[config.mk]
export PLATFORM = sky130hd
export DESIGN_NAME = hse_cell
export DESIGN_NICKNAME = d
export VERILOG_FILES = /design/src/hdl/hse_pkg.sv /design/src/hdl/hse_cell.sv
export SDC_FILE = /design/constraint.sdc
export NUM_CORES = 1
export LEC_CHECK = 0
export BUFFER_PORTS_ARGS = -buffer_cell sky130_fd_sc_hd__buf_2
export CAP_MARGIN = 40
export CORE_UTILIZATION = 40
export DETAILED_ROUTE_END_ITERATION = 8
export GPL_TIMING_DRIVEN = 0
export PLACE_DENSITY = 0.78
export RECOVER_POWER = 100
export SYNTH_ARGS = -nofsm -noshare
export SYNTH_HDL_FRONTEND = slang
export SYNTH_SLANG_ARGS = --single-unit
[constraint.sdc]
create_clock -name clk_i -period 5.99 [get_ports clk_i]
set_clock_uncertainty 0.05 [all_clocks]
set_input_delay 0 -clock clk_i [delete_from_list [all_inputs] [get_ports clk_i]]
set_output_delay 0 -clock clk_i [all_outputs]
set_load 0.05 [all_outputs]
[src/hdl/hse_pkg.sv]
`timescale 1ns / 1ps
// ----------------------------------------------------------------------------
// hse_pkg
// Shared widths, defaults and the control word for the sorting cell row.
// ----------------------------------------------------------------------------
package hse_pkg;

  localparam int unsigned DATA_W      = 32;
  localparam int unsigned CAP_DEFAULT = 64;

  // Broadcast to every cell in the row in each cycle.
  typedef struct packed {
    logic                     insert;
    logic                     pop;
    logic signed [DATA_W-1:0] value;
  } hse_ctrl_t;

endpackage

[src/hdl/hse_cell.sv]
`timescale 1ns / 1ps
// ----------------------------------------------------------------------------
// hse_cell
// One slot of the sorted row: holds a word, compares it with an incoming
// word and shifts toward its right neighbor on insert or from it on pop.
// ----------------------------------------------------------------------------
module hse_cell
  import hse_pkg::*;
(
  input  logic                     clk_i,
  input  logic                     rst_ni,
  input  hse_ctrl_t                ctrl_i,
  input  logic signed [DATA_W-1:0] prev_value_i,
  input  logic                     prev_valid_i,
  input  logic                     prev_ins_i,
  input  logic signed [DATA_W-1:0] next_value_i,
  input  logic                     next_valid_i,
  output logic signed [DATA_W-1:0] value_o,
  output logic                     valid_o,
  output logic                     ins_o
);

  logic signed [DATA_W-1:0] value_q;
  logic                     valid_q;

  // The row is kept ascending, so this flag is low up to the insert point
  // and high from there on.
  assign ins_o   = !valid_q || (ctrl_i.value < value_q);
  assign value_o = value_q;
  assign valid_o = valid_q;

  always_ff @(posedge clk_i or negedge rst_ni) begin
    if (!rst_ni) begin
      valid_q <= 1'b0;
    end else if (ctrl_i.insert) begin
      valid_q <= valid_q | prev_valid_i;
    end else if (ctrl_i.pop) begin
      valid_q <= next_valid_i;
    end
  end

  always_ff @(posedge clk_i) begin
    if (ctrl_i.insert) begin
      if (prev_ins_i) begin
        value_q <= prev_value_i;
      end else if (ins_o) begin
        value_q <= ctrl_i.value;
      end
    end else if (ctrl_i.pop) begin
      value_q <= next_value_i;
    end
  end

endmodule

Yosys cells after proc, flatten, opt, wreduce, memory -nomap -nowiden
Cells that the tools add are included.

Register bits: 33. Input bits: 103. Output and inout port bits: 34. Word-level logic and storage cells: 15.

Order comparisons: 1. Equality and inequality tests: 1. Mux-type cells: 6. Bitwise logic cells: 1. Reduce and logical (&&, ||, !) cells: 4.

Operators by type and width (count): two-way mux 32 bit (4); less-than comparator 32 bit (1); inequality test 3 x 1 -> 1 bit (second input constant) (1); two-way mux 1 bit (2); AND reduction 2 bit (1); nonzero test 2 bit (1); logical NOT 1 bit (1); logical OR 1 bit (1); OR 1 bit (1).

Longest topological paths before layout
Gate-level depths: netlist (run 1).

Depth after elaboration: 5. Mapped depth: 9. Gate-level depth less buffers: 9.

Worst setup path before layout (run 1)
Ideal clock, no wire load.

Path type: reg2reg. Start: register value_q[7], in the netlist value_o[7]. End: register value_q[0], in the netlist value_o[0] (enable). Library setup time: 0.400 ns. Arrival time: 3.003 ns. Required time: 5.540 ns. Slack: 2.537 ns. Stages on the path, launching flop included: 9. Buffers on the path: 0. Period minus slack after synthesis: 3.453 ns. Path through: edfxtp_1 inv_1 ha_1 nand4_1 o311a_1 o41ai_2 a31oi_1 xor2_1 a21oi_2.

Longest elaborated chain between the ends: 4.

Ends and longest elaborated chain: start: declaration (line hse_cell.sv:23) `logic signed [DATA_W-1:0] value_q;`; start signal: assignment (line hse_cell.sv:45) `value_q <= prev_value_i;`; start signal: assignment (line hse_cell.sv:47) `value_q <= ctrl_i.value;`; start signal: assignment (line hse_cell.sv:50) `value_q <= next_value_i;`; less-than comparator 32 bit (line hse_cell.sv:28) `assign ins_o = !valid_q || (ctrl_i.value < value_q);`; logical OR 1 bit (line hse_cell.sv:28); inequality test 3 x 1 -> 1 bit (no line); AND reduction 2 bit (no line).

Every way passes these cells. A chain may end at the register's enable or synchronous reset.

Final worst setup path (run 1)
Start: register value_q[7], in the netlist value_o[7]. End: register value_q[12], in the netlist value_o[12] (enable).

The elaborated chain is that of the path after synthesis.

==> results of run 1 <==
-- state kept, by name (all words and copies together), names as in the netlist --
name     cells
valid_o      1
value_o     32
-- layer usage --
| metal | track usage | wire, um | vias up |
|---|---|---|---|
| met5 | 0 | 0 | - |
| met4 | 0.0661 | 80 | 0 |
| met3 | 0.0341 | 369 | 8 |
| met2 | 0.410 | 3470 | 92 |
| met1 | 0.245 | 2920 | 1147 |
| li1 | - | - | 1255 |
-- worst min-delay path: stages --
cell and delay, ps:
buf_2 80, nor2_1 30, a21oi_1 100
-- power breakdown --
part / total (mW) / internal, mW / switching (mW)
Combinational: 0.311 / 0.104 / 0.208
Clock: 0.161 / 0.0783 / 0.0828
Sequential: 0.302 / 0.289 / 0.0135
Total: 0.775 / 0.470 / 0.304
-- worst min-delay path by stage --
stage | to | slack (ps) | cells past startpoint
after detailed placement | valid_o | -270 | 1
after floorplan | valid_o | -350 | 0
after global routing | value_o[0] | 20 | 3
after global placement | valid_o | -280 | 1
after CTS | value_o[6] | 0.2 | 3
final | value_o[6] | 6 | 3
-- logic make-up (layout without fill, tap and decap cells) --
logic type | count (synthesis) | in the layout | synth area share
xor+xnor | 1 | 1 | 0.00354
buf+inv | 43 | 208 | 0.0672
compound gates | 60 | 60 | 0.138
mux | 32 | 32 | 0.129
fa+ha+maj | 31 | 31 | 0.157
flops | 33 | 33 | 0.398
simple gates | 61 | 61 | 0.107
-- placed cells by master (no fill, tap or decap), types with 2 or more instances in the layout --
master,Yosys,final
buf_2,4,103
inv_1,31,31
ha_1,31,31
clkbuf_1,7,43
o21ai_0,4,4
a31oi_1,2,2
a211oi_1,2,2
nand4_1,4,4
a21oi_1,45,46
clkinv_1,0,2
nor2_1,40,40
dlygate4sd3_1,0,22
clkbuf_8,0,5
edfxtp_1,32,32
nand3_1,2,2
mux2i_1,32,32
nand2_1,12,12
-- layout make-up --
type,instances,area [um2]
Tap cell,75,93.8
Buffer,12,47.5
Sequential cell,33,986
Clock inverter,3,12.5
Fill cell,548,2440
Inverter,31,116
Timing Repair Buffer,157,877
Clock buffer,5,68.8
Multi-Input combinational cell,185,1310
==> results.py, run 1 <==
metrics = {
    "yosys": {
        "syn-instance-count": 261,
        "yosysTopAreaCellShare": 0.388,
        "yosysSeqAreaShare": 0.398,
        "synth_fp_nets": 395,
        "synth_edf_count": 32,
        "yosys-top-cells-area": "edfxtp_1, ha_1, mux2i_1",
        "async_flop_share": 0.0303,
        "synth_warnings": 0,
        "yosysMostFrequentCell": "a21oi_1",
        "synth_area_leader_cell": "edfxtp_1",
        "synth_area_um2": 2470,
        "netlist_top_cells_count": "a21oi_1, nor2_1, edfxtp_1, mux2i_1",
        "ys_dominant_reg_cell": "edfxtp_1",
        "ys_ff_latch": 33,
        "syn_area_per_cell_um2": 9.48,
        "yosysUniqueCellTypes": 27,
    },
    "setup_path": {
        "worstSetupStartpointType": "flop",
        "r2r-start": "value_o[7]",
        "path_cells": "inv_1 -> ha_1 -> nand4_1 -> o311a_1 -> o41ai_1 -> a31oi_1 -> xor2_1 -> a21oi_1 -> buf_16",
        "slowest_stage": "a21oi_1",
        "cp_num_cells": 9,
        "worstPathArrival_ps": 3890,
        "max_stage_delay_ps": 1370,
        "critPathCapture": "value_o[12]",
        "path_class": "reg2reg",
        "end_kind": "flop",
        "crit_family": "compound AO/OA/AOI/OAI gates",
        "r2r_cells": 9,
        "cp.required_ps": 5930,
        "crit_fanout": 17,
        "critPathBufInv": 2,
        "critPathLaunch": "value_o[7]",
        "r2r-end": "value_o[12]",
        "regToRegSetupSlack_ps": 2040,
    },
    "drt": {
        "initialDrtViolationCount": 84,
        "drc": 0,
        "firstDrtPassIters": 5,
        "routed_wl_um": 6840,
        "viasPerCell": 4.99,
        "wire_per_inst_um": 13.6,
        "antenna_left": 0,
        "vias": 2502,
    },
    "timing": {
        "rsz0062_at_grt": "no",
        "timing.hold.ws_ps": 5.78,
        "setup_slack_ps": 2040,
        "worst_pin_slew_ps": 1820,
        "final-setup-viol-count": 0,
        "hold_viol": 0,
        "max_freq_ghz": 0.253,
        "finalCritPeriodShare": 0.659,
        "relSlewSlack": -0.214,
        "period_minus_slack_ps": 3950,
        "fin_tns_setup_ps": 0,
        "slew_viol_final": 16,
    },
    "cts": {
        "root_buffer": "clkbuf_8",
        "cts_tree": "done",
        "cts_inserted_buffers": 5,
        "post-cts-setup-buffers": 0,
        "ctsResizeCount": 0,
        "clock_latency_ps": 280,
        "htreeDepth": 2,
        "clock-sinks": 33,
        "clkTransAtPathRegs_ps": 70,
        "clk_path_buf_depth": 2,
        "cts_hold_buf": 22,
    },
    "placement": {
        "dpl.hpwl_um": 5280,
        "port_buffers": 134,
        "gp_congestion": 0.798,
        "post-place-ws_ps": 2900,
        "placed_cells": 471,
        "place_area_um2": 3270,
    },
    "hold_path": {
        "min_from": "next_value_i[6]",
        "hold_path.class": "in2reg",
    },
    "global_routing": {
        "gr-total-overflow": 0,
        "track_usage": 0.217,
        "grt_antenna_before_repair": 0,
        "first_global_vias": 2419,
        "grt_first_pass_wirelength_um": 10800,
        "grt_max_degree": 18,
    },
    "job": {
        "cap_violations": 1,
    },
    "die": {
        "core_um2": 5960,
        "io_pins": 137,
        "std_cell_rows": 28,
        "die_y_um": 80.7,
        "start_util": 0.416,
        "die_x_um": 80.7,
        "die_area_um2": 6510,
    },
    "layout": {
        "diodes": 0,
        "area_growth_pct": 42.0,
        "layout-drive-gt1-share": 0.261,
        "final_util": 0.590,
        "finalNonFillerCells": 501,
        "postLayoutCellArea_um2": 3510,
        "num-nets-final": 559,
    },
    "run_status": {
        "status": "complete, but fails checks",
        "violations": "max-capacitance violations, max-slew violations",
    },
    "power": {
        "power_density_nw_per_um2": 220,
        "power_mw": 0.775,
        "power_leakage_nw": 1.76,
        "ir_drop_uv": 135,
    },
}
(Power assumes the default switching activity.)
==> run 2, diff against run 1 <==
--- a/config.mk
+++ b/config.mk
@@ -10,7 +10,7 @@
 export CORE_UTILIZATION = 40
 export DETAILED_ROUTE_END_ITERATION = 8
 export GPL_TIMING_DRIVEN = 0
-export PLACE_DENSITY = 0.78
+export PLACE_DENSITY = 0.81
 export RECOVER_POWER = 100
 export SYNTH_ARGS = -nofsm -noshare
 export SYNTH_HDL_FRONTEND = slang
==> constraint.sdc (replaced) <==
create_clock -name clk_i -period 3.55 [get_ports clk_i]
set_clock_uncertainty 0.05 [all_clocks]
set_input_delay 0 -clock clk_i [delete_from_list [all_inputs] [get_ports clk_i]]
set_output_delay 0 -clock clk_i [all_outputs]
set_load 0.05 [all_outputs]
==> run 2 against run 1 <==
Effect of this change: the run now ends clean; non-clock buffer count stayed put; global-route usage is 0.76 points higher; count of clock-buffer cells in the layout is 1 higher; sequential share of layout area hardly changed; sequential power is 69% higher; hold slack worse by 3.9 ps; core utilization is 0.084 points higher; total power is 69% higher; register-to-register slack worse by 1500 ps; design area is 0.14% higher; die area stayed put; critical path type unchanged.
==> results.py, run 2 (same netlist as run 1, synthesis figures left out) <==
metrics = {
    "setup_path": {
        "max_stage_delay_ps": 500,
        "path_cells": "inv_1 -> ha_1 -> nand4_1 -> o311a_1 -> o41ai_1 -> a31oi_1 -> xor2_1 -> a21oi_4 -> buf_16",
        "worstSetupStartpointType": "flop",
        "critPathBufInv": 2,
        "end_kind": "flop",
        "cp.required_ps": 3480,
        "crit_fanout": 19,
        "path_class": "reg2reg",
        "crit_family": "compound AO/OA/AOI/OAI gates",
        "worstPathArrival_ps": 2940,
        "slowest_stage": "a21oi_4",
        "cp_num_cells": 9,
        "r2r_cells": 9,
    },
    "timing": {
        "relSlewSlack": 0.496,
        "worst_pin_slew_ps": 756,
        "max_freq_ghz": 0.332,
        "fin_tns_setup_ps": 0,
        "period_minus_slack_ps": 3010,
        "slew_viol_final": 0,
        "timing.hold.ws_ps": 1.85,
        "finalCritPeriodShare": 0.848,
        "rsz0062_at_grt": "no",
        "final-setup-viol-count": 0,
        "hold_viol": 0,
    },
    "global_routing": {
        "first_global_vias": 2460,
        "grt_antenna_before_repair": 0,
        "grt_max_degree": 20,
        "track_usage": 0.224,
        "grt_first_pass_wirelength_um": 10900,
        "gr-total-overflow": 0,
    },
    "die": {
        "die_y_um": 80.7,
        "core_um2": 5960,
        "start_util": 0.416,
        "die_x_um": 80.7,
        "std_cell_rows": 28,
        "die_area_um2": 6510,
        "io_pins": 137,
    },
    "drt": {
        "antenna_left": 0,
        "wire_per_inst_um": 14.3,
        "initialDrtViolationCount": 100,
        "viasPerCell": 5.01,
        "drc": 0,
        "vias": 2504,
        "routed_wl_um": 7140,
        "firstDrtPassIters": 4,
    },
    "cts": {
        "cts_tree": "done",
        "clock-sinks": 33,
        "cts_inserted_buffers": 5,
        "clk_path_buf_depth": 2,
        "htreeDepth": 2,
        "clkTransAtPathRegs_ps": 60,
        "root_buffer": "clkbuf_8",
        "ctsResizeCount": 0,
        "clock_latency_ps": 280,
    },
    "hold_path": {
        "holdPathStages": 3,
        "hold_path.class": "in2reg",
    },
    "placement": {
        "dpl.hpwl_um": 5330,
        "gp_congestion": 0.787,
        "port_buffers": 134,
    },
    "job": {
        "cap_violations": 0,
    },
    "layout": {
        "num-nets-final": 559,
        "largest_reg_flops": 32,
        "final_common_cell": "buf_2",
        "area_growth_pct": 42.2,
        "diodes": 0,
        "layout-drive-gt1-share": 0.259,
        "filler_cell_count": 554,
        "mostFrequentLayoutCells": "buf_2, clkbuf_1, a21oi_1",
    },
    "power": {
        "power_leakage_nw": 1.76,
        "ir_drop_uv": 210,
        "power_density_nw_per_um2": 372,
    },
    "run_status": {
        "status": "complete, no violations",
    },
}
-- run 2: cell count changes in the layout (fill, tap and decap cells not counted), sizes merged --
cell	delta
clkbuf	+2
clkinv	-2
buf	-1
-- run 2: area by class of cell --
| cell class | count | area (um2) | area share |
|---|---|---|---|
| Buffer | 12 | 47.5 | 0.0135 |
| Inverter | 31 | 116 | 0.0331 |
| Sequential cell | 33 | 986 | 0.280 |
| Timing Repair Buffer | 157 | 876 | 0.249 |
| Tap cell | 75 | 93.8 | 0.0267 |
| Clock buffer | 6 | 72.6 | 0.0206 |
| Clock inverter | 1 | 3.75 | 0.00107 |
| Multi-Input combinational cell | 185 | 1320 | 0.376 |
-- run 2: worst register-to-register path, stage by stage (launching register included) --
cell	delay (ps)
edfxtp_1	350
inv_1	50
ha_1	300
nand4_1	100
o311a_1	390
o41ai_1	370
a31oi_1	160
xor2_1	200
a21oi_4	500
buf_16	240
-- run 2: worst paths after layout --
| path | slack [ps] | to | startpoint |
|---|---|---|---|
| min in group asynchronous | 510 | valid_o | rst_ni |
| worst max register to register | 540 | value_o[15] | value_o[7] |
| worst max-delay path | 540 | value_o[15] | value_o[7] |
| worst min register to register | 1060 | value_o[2] | valid_o |
| worst min-delay path | 2 | value_o[7] | next_value_i[7] |
| max in group asynchronous | 2820 | valid_o | rst_ni |
-- run 2: per-layer routing --
metal / GRT usage / vias up / wire length, um
met5: 0 / - / 0
met4: 0.0536 / 0 / 61
met3: 0.0511 / 6 / 412
met2: 0.430 / 99 / 3760
met1: 0.246 / 1147 / 2910
li1: - / 1252 / -
-- run 2: report_power, final --
part / switching, mW / internal (mW) / total [mW]
Clock: 0.134 / 0.132 / 0.266
Sequential: 0.0227 / 0.486 / 0.509
Combinational: 0.358 / 0.176 / 0.534
-- run 2: repair_timing --
action                                 in CTS  in global routing
setup buffers                               0                  0
hold buffers                               22                  0
setup endpoints to repair                   0                  0
endpoints found under the hold margin      20                  0
-- run 2: through the flow --
step / utilization / std cells / setup slack (ps) / cell area, um2 / power (mW)
after floorplan: - / 261 / 96.8 / 2470 / 0.874
after global placement: 0.544 / 470 / -247 / 3240 / 1.02
after detailed placement: 0.550 / 471 / 548 / 3270 / 1.04
after CTS: 0.600 / 500 / 558 / 3570 / 1.33
after global routing: 0.591 / 500 / 295 / 3520 / 1.39
final: 0.591 / 500 / 540 / 3520 / 1.31
==> run 3, diff against run 2 <==
--- a/config.mk
+++ b/config.mk
@@ -10,7 +10,7 @@
 export CORE_UTILIZATION = 40
 export DETAILED_ROUTE_END_ITERATION = 8
 export GPL_TIMING_DRIVEN = 0
-export PLACE_DENSITY = 0.81
+export PLACE_DENSITY = 0.78
 export RECOVER_POWER = 100
 export SYNTH_ARGS = -nofsm -noshare
 export SYNTH_HDL_FRONTEND = slang
==> constraint.sdc (replaced) <==
create_clock -name clk_i -period 3.1 [get_ports clk_i]
set_clock_uncertainty 0.05 [all_clocks]
set_input_delay 0 -clock clk_i [delete_from_list [all_inputs] [get_ports clk_i]]
set_output_delay 0 -clock clk_i [all_outputs]
set_load 0.05 [all_outputs]
==> run 3 against run 2 <==
Effect of this change: via count increased by 0.12%; sequential cell count unchanged; count of clock-buffer cells in the layout increased by 2; hold slack got worse by 1.1 ps; cell count is 0.60% higher; total power up 16%; critical path depth stayed put; worst setup slack got worse by 190 ps.
==> results.py, run 3 (same netlist as run 1, synthesis figures left out) <==
metrics = {
    "layout": {
        "filler_cell_count": 577,
        "num-nets-final": 561,
        "postLayoutCellArea_um2": 3550,
        "seq_area_um2": 986,
        "largest_reg_flops": 32,
        "multiInputGateArea_um2": 1320,
        "final_util": 0.596,
        "layout-drive-gt1-share": 0.264,
        "area_growth_pct": 43.5,
        "mostFrequentLayoutCells": "buf_2, clkbuf_1, a21oi_1",
        "diodes": 0,
        "final_common_cell": "buf_2",
    },
    "setup_path": {
        "worstSetupStartpointType": "flop",
        "worstPathArrival_ps": 2690,
        "r2r-start": "value_o[7]",
        "critPathLaunch": "value_o[7]",
        "path_class": "reg2reg",
        "cp.required_ps": 3040,
        "end_kind": "flop",
        "crit_fanout": 16,
    },
    "global_routing": {
        "track_usage": 0.218,
        "grt_max_degree": 18,
        "first_global_vias": 2520,
        "grt_first_pass_wirelength_um": 10900,
        "grt_antenna_before_repair": 0,
        "gr-total-overflow": 0,
    },
    "drt": {
        "initialDrtViolationCount": 55,
        "routed_wl_um": 6900,
        "viasPerCell": 4.98,
        "drc": 0,
        "wire_per_inst_um": 13.7,
        "vias": 2507,
        "antenna_left": 0,
        "firstDrtPassIters": 4,
    },
    "die": {
        "start_util": 0.416,
        "core_um2": 5960,
        "std_cell_rows": 28,
        "die_y_um": 80.7,
        "die_x_um": 80.7,
        "io_pins": 137,
        "die_area_um2": 6510,
    },
    "timing": {
        "hold_viol": 0,
        "fin_tns_setup_ps": 0,
        "slew_viol_final": 0,
        "rsz0062_at_grt": "no",
        "worst_pin_slew_ps": 795,
        "finalCritPeriodShare": 0.888,
        "final-setup-viol-count": 0,
        "max_freq_ghz": 0.363,
        "relSlewSlack": 0.470,
        "period_minus_slack_ps": 2750,
    },
    "cts": {
        "clk_path_buf_depth": 2,
        "clock-sinks": 33,
        "cts_tree": "done",
        "htreeDepth": 2,
        "clock_latency_ps": 280,
        "clkTransAtPathRegs_ps": 70,
        "ctsResizeCount": 0,
        "root_buffer": "clkbuf_8",
        "cts_inserted_buffers": 5,
    },
    "job": {
        "cap_violations": 0,
    },
    "run_status": {
        "status": "complete, no violations",
    },
    "placement": {
        "port_buffers": 134,
        "place_area_um2": 3270,
        "dpl.hpwl_um": 5410,
        "gp_congestion": 0.809,
    },
    "power": {
        "power_density_nw_per_um2": 426,
        "power_leakage_nw": 1.78,
        "ir_drop_uv": 226,
    },
    "hold_path": {
        "hold_path.class": "in2reg",
        "min_from": "next_value_i[12]",
    },
}
## run 3: final timing paths
kind                               endpoint  slack [ps]  depth (start not counted)
min in group asynchronous           valid_o         510                          3
worst min register to register  value_o[10]        1040                          4
max in group asynchronous           valid_o        2380                          3
worst min-delay path            value_o[12]         0.8                          3
worst max-delay path            value_o[16]         350                          9
worst max register to register  value_o[16]         350                          9
## run 3: power by group
part	internal [mW]	switching (mW)	leakage [nW]
logic	0.209	0.408	1.41
clock network	0.160	0.154	0.0395
registers	0.557	0.0270	0.327
## run 3: cell type report
class	count	share of cell area
plain buffers	12	0.0134
well taps	75	0.0264
clock buffers	8	0.0226
inverters	31	0.0328
repair buffers	159	0.255
flip-flops and latches	33	0.278
multi-input cells	185	0.372
## run 3: what timing repair did
action                                  4_1_cts  5_1_grt
endpoints found under the setup margin        0       16
hold buffers                                 22        0
endpoints found under the hold margin        20        0
buffers inserted                              0        2
## run 3: metrics by stage
| step | hold slack, ps | setup slack, ps | total power [mW] | std cells |
|---|---|---|---|---|
| after detailed placement | -273 | 54.3 | 1.20 | 471 |
| after CTS | 1.34 | 38.5 | 1.54 | 501 |
| after global placement | -274 | -77.8 | 1.17 | 470 |
| final | 0.754 | 347 | 1.51 | 503 |
| after global routing | 10.6 | 234 | 1.61 | 503 |
| after floorplan | -346 | 16.4 | 1.00 | 261 |
## run 3: routing by layer
| metal | part of all wire | GRT usage | routed length, um | up-vias |
|---|---|---|---|---|
| li1 | - | - | - | 1256 |
| met1 | 0.43 | 0.255 | 3000 | 1158 |
| met2 | 0.51 | 0.405 | 3510 | 85 |
| met3 | 0.043 | 0.0273 | 299 | 8 |
| met4 | 0.013 | 0.0750 | 87 | 0 |
| met5 | 0 | 0 | 0 | - |
## run 3: critical path: stages (launching register included)
cell and delay (ps):
edfxtp_1 340, inv_1 40, ha_1 310, nand4_1 110
o311a_1 400, o41ai_1 390, a31oi_1 150, xor2_1 200
a21oi_4 280, buf_16 190
